## src/sv/tpmq_pkg.sv

```systemverilog
`timescale 1ns / 1ps

package tpmq_pkg;

    // Default ring sizes; each ring holds one entry fewer than its slot count
    localparam int HIGH_SLOTS_DEF = 3;
    localparam int LOW_SLOTS_DEF  = 4;

    localparam int ID_W       = 8;
    localparam int CFG_INDEX_W = 2;

    // Command codes carried on s_tuser
    localparam logic CMD_ENQ = 1'b0;
    localparam logic CMD_DEQ = 1'b1;

    // Configuration register indexes
    localparam logic [CFG_INDEX_W-1:0] REG_PRIO_THRESH = 2'd0;
    localparam logic [CFG_INDEX_W-1:0] REG_ID_LIMIT    = 2'd1;

    localparam logic [ID_W-1:0] PRIO_THRESH_RST = 8'd127;
    localparam logic [ID_W-1:0] ID_LIMIT_RST    = 8'd255;

    // Ring status toward the queue controller
    typedef struct packed {
        logic empty;        // ring empty before this operation
        logic full;         // ring full before this operation
        logic empty_after;  // ring empty once this cycle's push or pop lands
    } ring_stat_t;

endpackage

```

## src/sv/tpmq_ring.sv

```systemverilog
`timescale 1ns / 1ps

module tpmq_ring #(
    parameter int SLOTS = tpmq_pkg::HIGH_SLOTS_DEF
) (
    input  logic                        clk,
    input  logic                        rst_n,
    input  logic                        push,
    input  logic                        pop,
    input  logic [tpmq_pkg::ID_W-1:0]   wdata,
    output logic [tpmq_pkg::ID_W-1:0]   rdata,
    output tpmq_pkg::ring_stat_t        stat
);

    localparam int PTR_W = (SLOTS > 1) ? $clog2(SLOTS) : 1;
    localparam logic [PTR_W-1:0] LAST = PTR_W'(SLOTS - 1);

    logic [tpmq_pkg::ID_W-1:0] mem [SLOTS];
    logic [tpmq_pkg::ID_W-1:0] rdata_reg;
    logic [PTR_W-1:0]          wptr_reg;
    logic [PTR_W-1:0]          wptr_next;
    logic [PTR_W-1:0]          rptr_reg;
    logic [PTR_W-1:0]          rptr_next;
    logic [PTR_W-1:0]          wptr_inc;
    logic [PTR_W-1:0]          rptr_inc;

    assign wptr_inc = (wptr_reg == LAST) ? '0 : wptr_reg + 1'b1;
    assign rptr_inc = (rptr_reg == LAST) ? '0 : rptr_reg + 1'b1;

    assign wptr_next = push ? wptr_inc : wptr_reg;
    assign rptr_next = pop  ? rptr_inc : rptr_reg;

    assign stat.empty       = (wptr_reg == rptr_reg);
    assign stat.full        = (wptr_inc == rptr_reg);
    assign stat.empty_after = (wptr_next == rptr_next);

    assign rdata = rdata_reg;

    always_ff @(posedge clk or negedge rst_n)
    begin
        if (!rst_n)
        begin
            wptr_reg <= '0;
            rptr_reg <= '0;
        end
        else
        begin
            wptr_reg <= wptr_next;
            rptr_reg <= rptr_next;
        end
    end

    always_ff @(posedge clk)
    begin
        if (push)
        begin
            mem[wptr_reg] <= wdata;
        end
    end

    // Keep the head slot registered; forward a write that lands on the new head
    always_ff @(posedge clk)
    begin
        if (push && (wptr_reg == rptr_next))
        begin
            rdata_reg <= wdata;
        end
        else
        begin
            rdata_reg <= mem[rptr_next];
        end
    end

endmodule

```

## src/sv/two_level_priority_message_queue.sv

```systemverilog
`timescale 1ns / 1ps

// Channel   Direction  Signals                              Contents
// -------   ---------  -----------------------------------  ------------------------------
// s_*       in         s_tvalid s_tready s_tdata s_tuser    command and message id
// m_*       out        m_tvalid m_tready m_tdata m_tuser    one result item per command
// cfg_*     in         cfg_valid cfg_ready cfg_index cfg_data  register writes
//
// Every command gives exactly one result item; it passes the input register
// and then the result register. One command is taken every cycle while
// the output side keeps up; the single ring update per command in the
// controller stage sets that rate.
// A stalled m_tready holds the result register and backs up into s_tready.
// Reset empties both rings and restores the threshold to 127, the limit to 255.

module two_level_priority_message_queue #(
    parameter int HIGH_SLOTS = tpmq_pkg::HIGH_SLOTS_DEF,
    parameter int LOW_SLOTS  = tpmq_pkg::LOW_SLOTS_DEF
) (
    input  logic                                clk,
    input  logic                                rst_n,

    input  logic                                s_tvalid,
    output logic                                s_tready,
    input  logic [7:0]                          s_tdata,   // [7:0] msg_id
    input  logic [0:0]                          s_tuser,   // [0] command

    output logic                                m_tvalid,
    input  logic                                m_tready,
    output logic [7:0]                          m_tdata,   // [7:0] msg_out
    output logic [2:0]                          m_tuser,   // [0] msg_valid [1] accepted
                                                           // [2] all_empty

    input  logic                                cfg_valid,
    output logic                                cfg_ready,
    input  logic [tpmq_pkg::CFG_INDEX_W-1:0]    cfg_index,
    input  logic [7:0]                          cfg_data
);

    // Configuration registers
    logic [tpmq_pkg::ID_W-1:0] thresh_reg;
    logic [tpmq_pkg::ID_W-1:0] limit_reg;

    // Input register
    logic                      in_vld_reg;
    logic                      in_cmd_reg;
    logic [tpmq_pkg::ID_W-1:0] in_id_reg;

    // Result register
    logic                      out_vld_reg;
    logic [tpmq_pkg::ID_W-1:0] out_msg_reg;
    logic                      out_msg_vld_reg;
    logic                      out_acc_reg;
    logic                      out_empty_reg;

    logic                      out_vld_next;
    logic                      in_vld_next;

    logic                      advance;
    logic                      fire;
    logic                      is_enq;
    logic                      id_ok;
    logic                      to_high;
    logic                      high_push;
    logic                      low_push;
    logic                      high_pop;
    logic                      low_pop;
    logic [tpmq_pkg::ID_W-1:0] high_rdata;
    logic [tpmq_pkg::ID_W-1:0] low_rdata;
    logic [tpmq_pkg::ID_W-1:0] msg_sel;

    tpmq_pkg::ring_stat_t      high_stat;
    tpmq_pkg::ring_stat_t      low_stat;

    // Configuration is always taken; indexes past the register list are dropped
    assign cfg_ready = 1'b1;

    always_ff @(posedge clk or negedge rst_n)
    begin
        if (!rst_n)
        begin
            thresh_reg <= tpmq_pkg::PRIO_THRESH_RST;
            limit_reg  <= tpmq_pkg::ID_LIMIT_RST;
        end
        else if (cfg_valid)
        begin
            case (cfg_index)
                tpmq_pkg::REG_PRIO_THRESH: thresh_reg <= cfg_data;
                tpmq_pkg::REG_ID_LIMIT:    limit_reg  <= cfg_data;
                default: ;
            endcase
        end
    end

    // Advance the controller stage whenever the result register is free or draining
    assign advance  = !out_vld_reg || m_tready;
    assign fire     = in_vld_reg && advance;
    assign s_tready = !in_vld_reg || advance;

    assign in_vld_next  = s_tready ? s_tvalid : in_vld_reg;
    assign out_vld_next = in_vld_reg ? (out_vld_reg && !m_tready) || fire
                                     : (out_vld_reg && !m_tready);

    always_ff @(posedge clk or negedge rst_n)
    begin
        if (!rst_n)
        begin
            in_vld_reg  <= 1'b0;
            out_vld_reg <= 1'b0;
        end
        else
        begin
            in_vld_reg  <= in_vld_next;
            out_vld_reg <= out_vld_next;
        end
    end

    always_ff @(posedge clk)
    begin
        if (s_tvalid && s_tready)
        begin
            in_cmd_reg <= s_tuser[0];
            in_id_reg  <= s_tdata;
        end
    end

    // Enqueue: reject ids at or above the limit, steer by threshold, drop when full
    assign is_enq  = (in_cmd_reg == tpmq_pkg::CMD_ENQ);
    assign id_ok   = (in_id_reg < limit_reg);
    assign to_high = (in_id_reg > thresh_reg);

    assign high_push = fire && is_enq && id_ok && to_high  && !high_stat.full;
    assign low_push  = fire && is_enq && id_ok && !to_high && !low_stat.full;

    // Dequeue: high ring first, then low ring
    assign high_pop = fire && !is_enq && !high_stat.empty;
    assign low_pop  = fire && !is_enq && high_stat.empty && !low_stat.empty;

    assign msg_sel = high_pop ? high_rdata :
                     low_pop  ? low_rdata  : limit_reg;

    tpmq_ring #(
        .SLOTS (HIGH_SLOTS)
    ) u_high_ring (
        .clk   (clk),
        .rst_n (rst_n),
        .push  (high_push),
        .pop   (high_pop),
        .wdata (in_id_reg),
        .rdata (high_rdata),
        .stat  (high_stat)
    );

    tpmq_ring #(
        .SLOTS (LOW_SLOTS)
    ) u_low_ring (
        .clk   (clk),
        .rst_n (rst_n),
        .push  (low_push),
        .pop   (low_pop),
        .wdata (in_id_reg),
        .rdata (low_rdata),
        .stat  (low_stat)
    );

    // Load the result register when the controller stage fires
    always_ff @(posedge clk)
    begin
        if (fire)
        begin
            out_msg_reg     <= msg_sel;
            out_msg_vld_reg <= high_pop || low_pop;
            out_acc_reg     <= high_push || low_push;
            out_empty_reg   <= high_stat.empty_after && low_stat.empty_after;
        end
    end

    assign m_tvalid = out_vld_reg;
    assign m_tdata  = out_msg_reg;
    assign m_tuser  = {out_empty_reg, out_acc_reg, out_msg_vld_reg};

endmodule
```

## config.mk

```make
export PLATFORM = sky130hd
export DESIGN_NAME = two_level_priority_message_queue
export DESIGN_NICKNAME = d
export VERILOG_FILES = /design/src/sv/tpmq_pkg.sv /design/src/sv/tpmq_ring.sv /design/src/sv/two_level_priority_message_queue.sv
export SDC_FILE = /design/constraint.sdc
export NUM_CORES = 1
export LEC_CHECK = 0
export ABC_AREA = 1
export BUFFER_PORTS_ARGS = -buffer_cell sky130_fd_sc_hd__buf_2
export CELL_PAD_IN_SITES_DETAIL_PLACEMENT = 2
export CELL_PAD_IN_SITES_GLOBAL_PLACEMENT = 2
export CORE_MARGIN = 3
export CORE_UTILIZATION = 43
export CTS_CLUSTER_SIZE = 20
export DETAILED_ROUTE_END_ITERATION = 16
export PLACE_DENSITY = 0.89
export SLEW_MARGIN = 40
export SYNTH_ARGS = -nofsm -noshare
export SYNTH_HDL_FRONTEND = slang
export SYNTH_SLANG_ARGS = --single-unit
```

## constraint.sdc

```tcl
create_clock -name clk -period 4.1 [get_ports clk]
set_input_delay 0.82 -clock clk [delete_from_list [all_inputs] [get_ports clk]]
set_output_delay 0.82 -clock clk [all_outputs]
set_load 0.01 [all_outputs]
```

==> results.toml, run 1 <==
[outcome]
outcome = "completed"

[layout]
nNetsFinal = 525
final_cell_count_no_fill = 626
largestRegisters = "u_low_ring.mem: 32 flops, u_high_ring.mem: 24 flops"
top_register = "u_low_ring.mem"
area_delta_synth_final_pct = 11.5
largest_reg_flops = 32
antenna_cells_inserted = 0
final_layout_size_suffix_gt1_share_pct = 20.2

[clock_tree]
cts_sinks = 106
clk_pin_slew_worst_paths_ns = 0.08
cts_tree = "done"
clk_path_buf_depth = 2
clk-insertion-delay-late_ns = 0.35
postCtsResizedCells = 0
ctsHoldBuffers = 0
clockRootBuffer = "clkbuf_16"
ctsHtreeMaxLevel = 3
cts_setup_buffers = 0
cts_buffers = 9

[grt]
antenna_found_initial = 0
globalRouteOverflowTotal = 0
grt_pass1_vias = 3957
grt_first_pass_wirelength_mm = 23.0
grt_usage_pct = 24.2
grt_max_degree = 27

[route]
wl_per_cell_um = 23.3
routed-via-count = 3435
drt_pass1_iterations = 4
wirelength_mm = 14.6
drc = 0
antenna_left = 0
viasPerCell = 5.49
drt_iter0_markers = 181

[die]
initial_core_util_pct = 44.4
design.core.area_um2 = 10900
die_area_um2 = 12600
io_pins = 38
rows = 38
dieHeight_um = 112
die_x_um = 112

[place]
port_buffers = 36
pre_cts_ws_ns = 1.21
dp_hpwl_mm = 10.7
gp_congestion = 0.865
place_inst = 610

[timing]
hold_slack_ns = 0.479
rsz0062_at_grt = "false"
setup_viol_count_final = 0
maxSlewViolCount = 0
hold_viol = 0
fin_crit_ns = 2.92
tightest_slew_ns = 0.806
fin_crit_sh_pct = 71.2
tns_ns = 0
fin_ws_ns = 1.18
max_freq_mhz = 342
max_slew_margin_pct = 46.0
skew_ns = 0.0116

[yosys]
synth_ff_type = "edfxtp_1"
synth_nets = 492
syn_area_um2 = 4860
synth_largest_area_cell = "edfxtp_1"
async_flop_share_pct = 24.5
yosysMostFrequentCell = "edfxtp_1"
synth_common_cells = "76 x edfxtp_1, 69 x nand2_1, 62 x nor2_1, 58 x inv_1, 36 x o21ai_0"
avgSynthCellArea_um2 = 10.8
postSynthCellCount = 448
yosysWarnings = 0
synthDominantCellAreaShare_pct = 47.0
yosysUniqueCellTypes = 40
ys_seq_area_share_pct = 62.4
yosys-top-cells-area = "edfxtp_1 47%, dfstp_2 8.1%, dfrtp_1 5.7%, nand2_1 5.3%, ha_1 5.1%"
synth_seq_cells = 106
synth_edf_count = 76

[setup_path]
crit_type = "reg2reg"
r2r_cells = 8
worstReg2RegStart = "in_id_reg[5]"
crit_arrival_ns = 2.89
worst_setup_path_start_kind = "flip-flop"
r2r_slack_ns = 1.18
cp-end-kind = "flip-flop"
cp_max_fo = 9
cp.required_ns = 4.07
r2r_end = "u_low_ring.mem[1][4]"

[power_and_ir_drop]
totalPowerFinal_uw = 3320
irDropWorstVdd_mv = 0.277
leakage_uw = 0.00223
powerDensity_nw_per_um2 = 614

[run]
maxCapViolations = 0

[hold_path]
hp-class = "in2async"
[power breakdown]
part	leakage, uW	switching (uW)	internal (uW)
registers	0.00102	215	1320
logic	0.00109	656	314
clock network	0.000123	405	416
[area by class of cell]
cell class              instances  area [um^2]
flip-flops and latches        106         3030
clock inverters                 5         37.5
repair buffers                 37          188
clock buffers                  11          233
well taps                     140          175
multi-input cells             262         1510
inverters                      65          244
fillers                      1125         5520
[how the worst max path moves through the flow]
stage | from | endpoint | slack, ns | cells past startpoint
2_1_floorplan | limit_reg[7] | u_high_ring.mem[2][0] | 1.58 | 11
3_3_place_gp | m_tready | u_low_ring.mem[0][3] | 1.53 | 9
3_5_place_dp | in_id_reg[7] | u_low_ring.mem[0][2] | 1.21 | 8
4_1_cts | in_id_reg[5] | u_low_ring.mem[0][2] | 1.12 | 8
5_1_grt | in_id_reg[5] | u_low_ring.mem[1][4] | 0.95 | 8
6_report | in_id_reg[5] | u_low_ring.mem[1][4] | 1.18 | 8
[placed cells by master (no fill, tap or decap), types with 2 or more instances in the layout]
cell type and count:
clkbuf_16 9, nand4_1 6, nor2_1 60, dfrtp_1 11
a211oi_1 8, dfxtp_1 4, nand2_1 69, nor2_2 4
o32ai_1 15, edfxtp_1 76, nand2_2 10, clkinvlp_4 3
ha_1 20, a21oi_1 3, inv_1 58, nand3b_1 3
o21ai_0 36, dfstp_2 15, clkbuf_1 2, nand2_4 2
o21ai_1 2, nor2_4 4, buf_2 36, nand3_1 6
inv_2 7
[worst max-delay path, stage by stage (launching register included)]
cell      delay [ns]
edfxtp_1        0.57
ha_1            0.37
a21oi_1         0.23
nor2_1          0.10
nor2_1          0.13
nand2_1         0.09
nand2_2         0.20
nand3_4         0.20
nor2_1          0.66
[routing by layer]
metal / vias to the layer above / part of all wire (%) / GRT usage (%)
met5: - / 0 / 0
met1: 1731 / 41 / 30.0
met4: 0 / 3.0 / 9.05
met3: 32 / 3.8 / 3.29
met2: 103 / 52 / 42.9
li1: 1569 / - / -
[cells by family after synthesis]
group	Yosys count	synth area share (%)
compound gates	71	9.60
mux	1	0.206
flops	106	62.4
simple gates	168	15.7
fa+ha+maj	20	5.15
buf+inv	80	6.69
other cells	1	0.0772
xor+xnor	1	0.180
[stage by stage]
stage          utilization, %  instance area, um^2
2_1_floorplan               -                 4860
3_3_place_gp             47.0                 5140
3_5_place_dp             47.0                 5140
4_1_cts                  49.5                 5410
5_1_grt                  49.5                 5420
6_report                 49.5                 5420
No activity file was read; power rests on OpenSTA's default activity.
==> inputs of run 2 (changes only) <==
--- a/config.mk
+++ b/config.mk
@@ -10,10 +10,10 @@
 export CELL_PAD_IN_SITES_DETAIL_PLACEMENT = 2
 export CELL_PAD_IN_SITES_GLOBAL_PLACEMENT = 2
 export CORE_MARGIN = 3
-export CORE_UTILIZATION = 43
+export CORE_UTILIZATION = 36
 export CTS_CLUSTER_SIZE = 20
 export DETAILED_ROUTE_END_ITERATION = 16
-export PLACE_DENSITY = 0.89
+export PLACE_DENSITY = 0.8
 export SLEW_MARGIN = 40
 export SYNTH_ARGS = -nofsm -noshare
 export SYNTH_HDL_FRONTEND = slang
==> constraint.sdc (replaced) <==
create_clock -name clk -period 2.5 [get_ports clk]
set_input_delay 0.5 -clock clk [delete_from_list [all_inputs] [get_ports clk]]
set_output_delay 0.5 -clock clk [all_outputs]
set_load 0.01 [all_outputs]
==> results.toml, run 2 (synthesized netlist as in run 1, its figures left out) <==
[setup_path]
worstReg2RegStart = "limit_reg[7]"
cp-end-kind = "flip-flop"
crit_type = "reg2reg"
crit_chain = "inv_1, ha_1, nand2_1, nand2_1, nor2_4, nand2_1, nor2_2, nand3_2, nor2_4, inv_1, nor3_2, buf_4"
cp.required_ns = 2.56
slowest_delay_ns = 0.55
r2r_slack_ns = 0.17
crit_arrival_ns = 2.39
r2r_end = "u_high_ring.mem[2][7]"
cp_common_cell = "nand2_1"
r2r_cells = 12
worst_setup_path_start_kind = "flip-flop"
cp_max_fo = 8
cp_slowest_cell = "dfstp_2"

[clock_tree]
clk_pin_slew_worst_paths_ns = 0.07
clk_path_buf_depth = 2
clockRootBuffer = "clkbuf_16"
clk-insertion-delay-late_ns = 0.35
cts_buffers = 9
cts_sinks = 106
ctsHtreeMaxLevel = 3
cts_tree = "done"

[place]
dp_hpwl_mm = 10.3
place_inst = 653
gp_congestion = 0.788
port_buffers = 36

[timing]
max_freq_mhz = 429
fin_crit_ns = 2.33
setup_viol_count_final = 0
fin_crit_sh_pct = 93.3
tightest_slew_ns = 0.638
hold_slack_ns = 0.170
max_slew_margin_pct = 57.4
hold_viol = 0
maxSlewViolCount = 0
rsz0062_at_grt = "true"
skew_ns = 0.00567

[layout]
antenna_cells_inserted = 0
final_cell_count_no_fill = 671
top_register = "u_low_ring.mem"
final_layout_size_suffix_gt1_share_pct = 22.2
largest_reg_flops = 32
final_common_cell = "edfxtp_1"
area_delta_synth_final_pct = 14.9
mostFrequentLayoutCells = "76 x edfxtp_1, 69 x nand2_1, 62 x nor2_1"
nNetsFinal = 538
largestRegisters = "u_low_ring.mem: 32 flops, u_high_ring.mem: 24 flops"

[grt]
grt_pass1_vias = 3803
grt_usage_pct = 19.1
grt_max_degree = 27
globalRouteOverflowTotal = 0
grt_first_pass_wirelength_mm = 21.1
antenna_found_initial = 0

[die]
dieHeight_um = 122
io_pins = 38
die_x_um = 122
design.core.area_um2 = 12900
die_area_um2 = 14900
initial_core_util_pct = 37.6
rows = 41

[power_and_ir_drop]
leakage_uw = 0.00229
irDropWorstVdd_mv = 0.275
powerDensity_nw_per_um2 = 974

[route]
drc = 0
antenna_left = 0
drt_pass1_iterations = 4
wirelength_mm = 13.3
wl_per_cell_um = 19.8
routed-via-count = 3382
viasPerCell = 5.04
drt_iter0_markers = 198

[hold_path]
hp-class = "in2async"

[run]
maxCapViolations = 0

[outcome]
outcome = "completed"
## run 2: cell types whose count changed in the layout (fill, tap and decap cells not counted), sizes merged
cell,change
buf,+13
inv,-4
clkbuf,+3
bufinv,+1
clkinv,+1
clkinvlp,-1
## run 2: worst max-delay path, delay by kind of cell, from the launching register on
kind	cells	cell delay [ns]
fa+ha+maj	1	0.33
buf+inv	3	0.33
flops	1	0.55
simple gates	8	0.83
## run 2: area by class of cell
cell class,count,area (um^2)
clock buffers,14,244
clock inverters,2,38.8
flip-flops and latches,106,3030
fillers,1386,7350
multi-input cells,262,1520
repair buffers,50,285
well taps,172,215
inverters,65,251
## run 2: routing by layer
metal	track usage, %	up-vias	part of all wire [%]
met5	0	-	0
met4	6.72	0	1.9
met3	2.65	18	2.3
met2	34.5	52	53
met1	23.3	1715	43
li1	-	1597	-
## run 2: metrics by stage
stage	util [%]	worst slack [ns]	instance area (um^2)	TNS [ns]	power, uW
global route	43.2	-0.0535	5580	-0.0996	5810
finish	43.2	0.167	5580	0	5440
global placement	40.8	0.245	5270	0	3930
CTS	42.9	0.0978	5550	0	5490
detailed placement	40.8	0.116	5270	0	4070
floorplan	-	0.217	4860	0	3490
## run 2: worst max path at each step
stage	from	end	slack [ns]	depth (start not counted)
global placement	limit_reg[7]	u_high_ring.mem[2][4]	0.24	12
CTS	in_id_reg[7]	out_empty_reg	0.1	13
floorplan	limit_reg[7]	u_low_ring.mem[0][0]	0.22	9
global route	limit_reg[7]	out_empty_reg	-0.05	15
finish	limit_reg[7]	u_high_ring.mem[2][7]	0.17	12
detailed placement	in_id_reg[7]	out_empty_reg	0.12	13
## run 2: power breakdown
group / switching, uW / internal, uW
Sequential: 286 / 2160
Clock: 610 / 782
Combinational: 1060 / 534
Total: 1960 / 3480
## run 2: what timing repair did
item / CTS / global route
setup endpoints to repair: 0 / 32
resized for setup: 0 / 4
hold buffers: 0 / 0
hold endpoints to repair: 0 / 0
setup buffers: 0 / 2
==> inputs of run 3 (changes only) <==
--- a/config.mk
+++ b/config.mk
@@ -11,8 +11,9 @@
 export CELL_PAD_IN_SITES_GLOBAL_PLACEMENT = 2
 export CORE_MARGIN = 3
 export CORE_UTILIZATION = 36
-export CTS_CLUSTER_SIZE = 20
+export CTS_CLUSTER_SIZE = 25
 export DETAILED_ROUTE_END_ITERATION = 16
+export GPL_TIMING_DRIVEN = 0
 export PLACE_DENSITY = 0.8
 export SLEW_MARGIN = 40
 export SYNTH_ARGS = -nofsm -noshare
==> results.toml, run 3 (synthesized netlist as in run 1, its figures left out) <==
[die]
io_pins = 38
die_x_um = 122
dieHeight_um = 122
initial_core_util_pct = 37.6
rows = 41
design.core.area_um2 = 12900
die_area_um2 = 14900

[layout]
largestRegisters = "u_low_ring.mem: 32 flops, u_high_ring.mem: 24 flops"
mostFrequentLayoutCells = "76 x edfxtp_1, 69 x nand2_1, 58 x inv_1, 58 x nor2_1, 38 x buf_2"
nFillCells = 1364
antenna_cells_inserted = 0
top_register = "u_low_ring.mem"
final_common_cell = "edfxtp_1"
finish.instance_area_um2 = 5820
area_delta_synth_final_pct = 19.7
largest_reg_flops = 32
final_layout_size_suffix_gt1_share_pct = 25.3
nNetsFinal = 560

[power_and_ir_drop]
clkPwrFrac_pct = 24.8
combPwrFrac_pct = 32.5
leakage_uw = 0.00240
irDropWorstVdd_mv = 0.517
pwr-share-seq_pct = 42.7
powerDensity_nw_per_um2 = 959
p_int_uw = 3450
power_switching_uw = 2130
p_sw_share_pct = 38.1

[route]
drc = 0
wl_per_cell_um = 20.9
drt_iter0_markers = 204
drt_pass1_iterations = 4
wirelength_mm = 14.5
viasPerCell = 5.09
routed-via-count = 3528
antenna_left = 0

[timing]
maxSlewViolCount = 0
max_freq_mhz = 417
hold_viol = 0
fin_crit_sh_pct = 96.0
setup_viol_count_final = 0
tns_ns = 0
skew_ns = 0.0108
fin_ws_ns = 0.100
max_slew_margin_pct = 57.1
tightest_slew_ns = 0.644
fin_crit_ns = 2.40

[clock_tree]
clockRootBuffer = "clkbuf_16"
ctsHtreeMaxLevel = 3
clk_pin_slew_worst_paths_ns = 0.08
clk_path_buf_depth = 2
cts_buffers = 9
cts_sinks = 106
cts_tree = "done"
clk-insertion-delay-late_ns = 0.36

[setup_path]
worst_setup_path_start_kind = "flip-flop"
setup.worst_path.start = "in_id_reg[2]"
crit_arrival_ns = 2.52
cp.required_ns = 2.62
worstReg2RegStart = "in_id_reg[2]"
cp_max_fo = 9
cp-end-kind = "flip-flop"
crit_type = "reg2reg"

[grt]
grt_first_pass_wirelength_mm = 21.9
grt_max_degree = 27
antenna_found_initial = 0
grt_usage_pct = 20.2
grt_pass1_vias = 3917
globalRouteOverflowTotal = 0

[outcome]
outcome = "completed"

[run]
maxCapViolations = 0

[place]
port_buffers = 36
dp_hpwl_mm = 10.0
gp_congestion = 0.790
placed_area_um2 = 5260
pre_cts_ws_ns = -0.407

[hold_path]
hp-class = "in2async"
## run 3: cell types whose count changed in the layout (fill, tap and decap cells not counted), moves of 3 or more
cell,change
clkbuf_1,+3
nor2_1,-4
buf_12,+4
buf_4,+7
nor2_4,+4
## run 3: through the flow
step           power [uW]  hold WS [ns]  std cells  util (%)
2_1_floorplan        3490         0.204        448         -
6_report             5580         0.157        693      45.0
5_1_grt              5930         0.179        693      45.0
4_1_cts              5560         0.164        682      44.1
3_3_place_gp         3950         0.477        656      40.7
3_5_place_dp         4130         0.486        656      40.7
## run 3: path summary, 6_finish.rpt
check | end | slack [ns] | cells after the start
min in group clk | in_id_reg[6] | 0.32 | 1
max in group asynchronous | u_low_ring.rptr_reg[1] | 1.92 | 1
worst max-delay path | out_empty_reg | 0.10 | 15
worst max register to register | out_empty_reg | 0.10 | 15
worst min-delay path | u_high_ring.rptr_reg[1] | 0.16 | 1
worst min register to register | thresh_reg[5] | 0.49 | 2
## run 3: area by class of cell
| class | count | area (um^2) | area share (%) |
|---|---|---|---|
| multi-input combinational | 262 | 1580 | 27.1 |
| clock inverter | 6 | 52.6 | 0.903 |
| clock buffer | 10 | 229 | 3.93 |
| tap | 172 | 215 | 3.70 |
| sequential | 106 | 3030 | 52.1 |
| buffer | 15 | 81.3 | 1.40 |
| timing repair buffer | 57 | 388 | 6.67 |
| inverter | 65 | 244 | 4.19 |
## run 3: timing repair
action | in CTS | in global routing
buffers inserted | 10 | 11
endpoints found under the hold margin | 0 | 0
endpoints found under the setup margin | 44 | 57
pin swaps | 3 | 4
gates resized for setup | 9 | 4
hold buffers | 0 | 0
## run 3: power groups by stage
stage / combinational, uW / sequential (uW) / clock, uW
final: 1810 / 2380 / 1380
after global routing: 2040 / 2420 / 1470
after CTS: 1760 / 2390 / 1410
after detailed placement: 1700 / 2430 / 0
after global placement: 1550 / 2400 / 0
after floorplan: 1150 / 2340 / 0
## run 3: routing by layer
layer | GRT usage [%] | up-vias | part of all wire (%)
li1 | - | 1642 | -
met1 | 23.0 | 1801 | 40
met2 | 37.7 | 67 | 55
met3 | 4.64 | 18 | 3.3
met4 | 5.60 | 0 | 1.7
met5 | 0 | - | 0
## run 3: critical path, stage by stage (launching register included)
cell	delay, ns
edfxtp_1	0.60
ha_1	0.38
nand2_1	0.08
inv_1	0.06
nand2_1	0.06
nand2_1	0.05
nand2_1	0.06
nand2_1	0.08
nand2_4	0.15
nand3_4	0.21
nand2_2	0.15
nand2_1	0.07
nand2_1	0.06
nand2_1	0.05
nand2_1	0.07
nor2_2	0.05
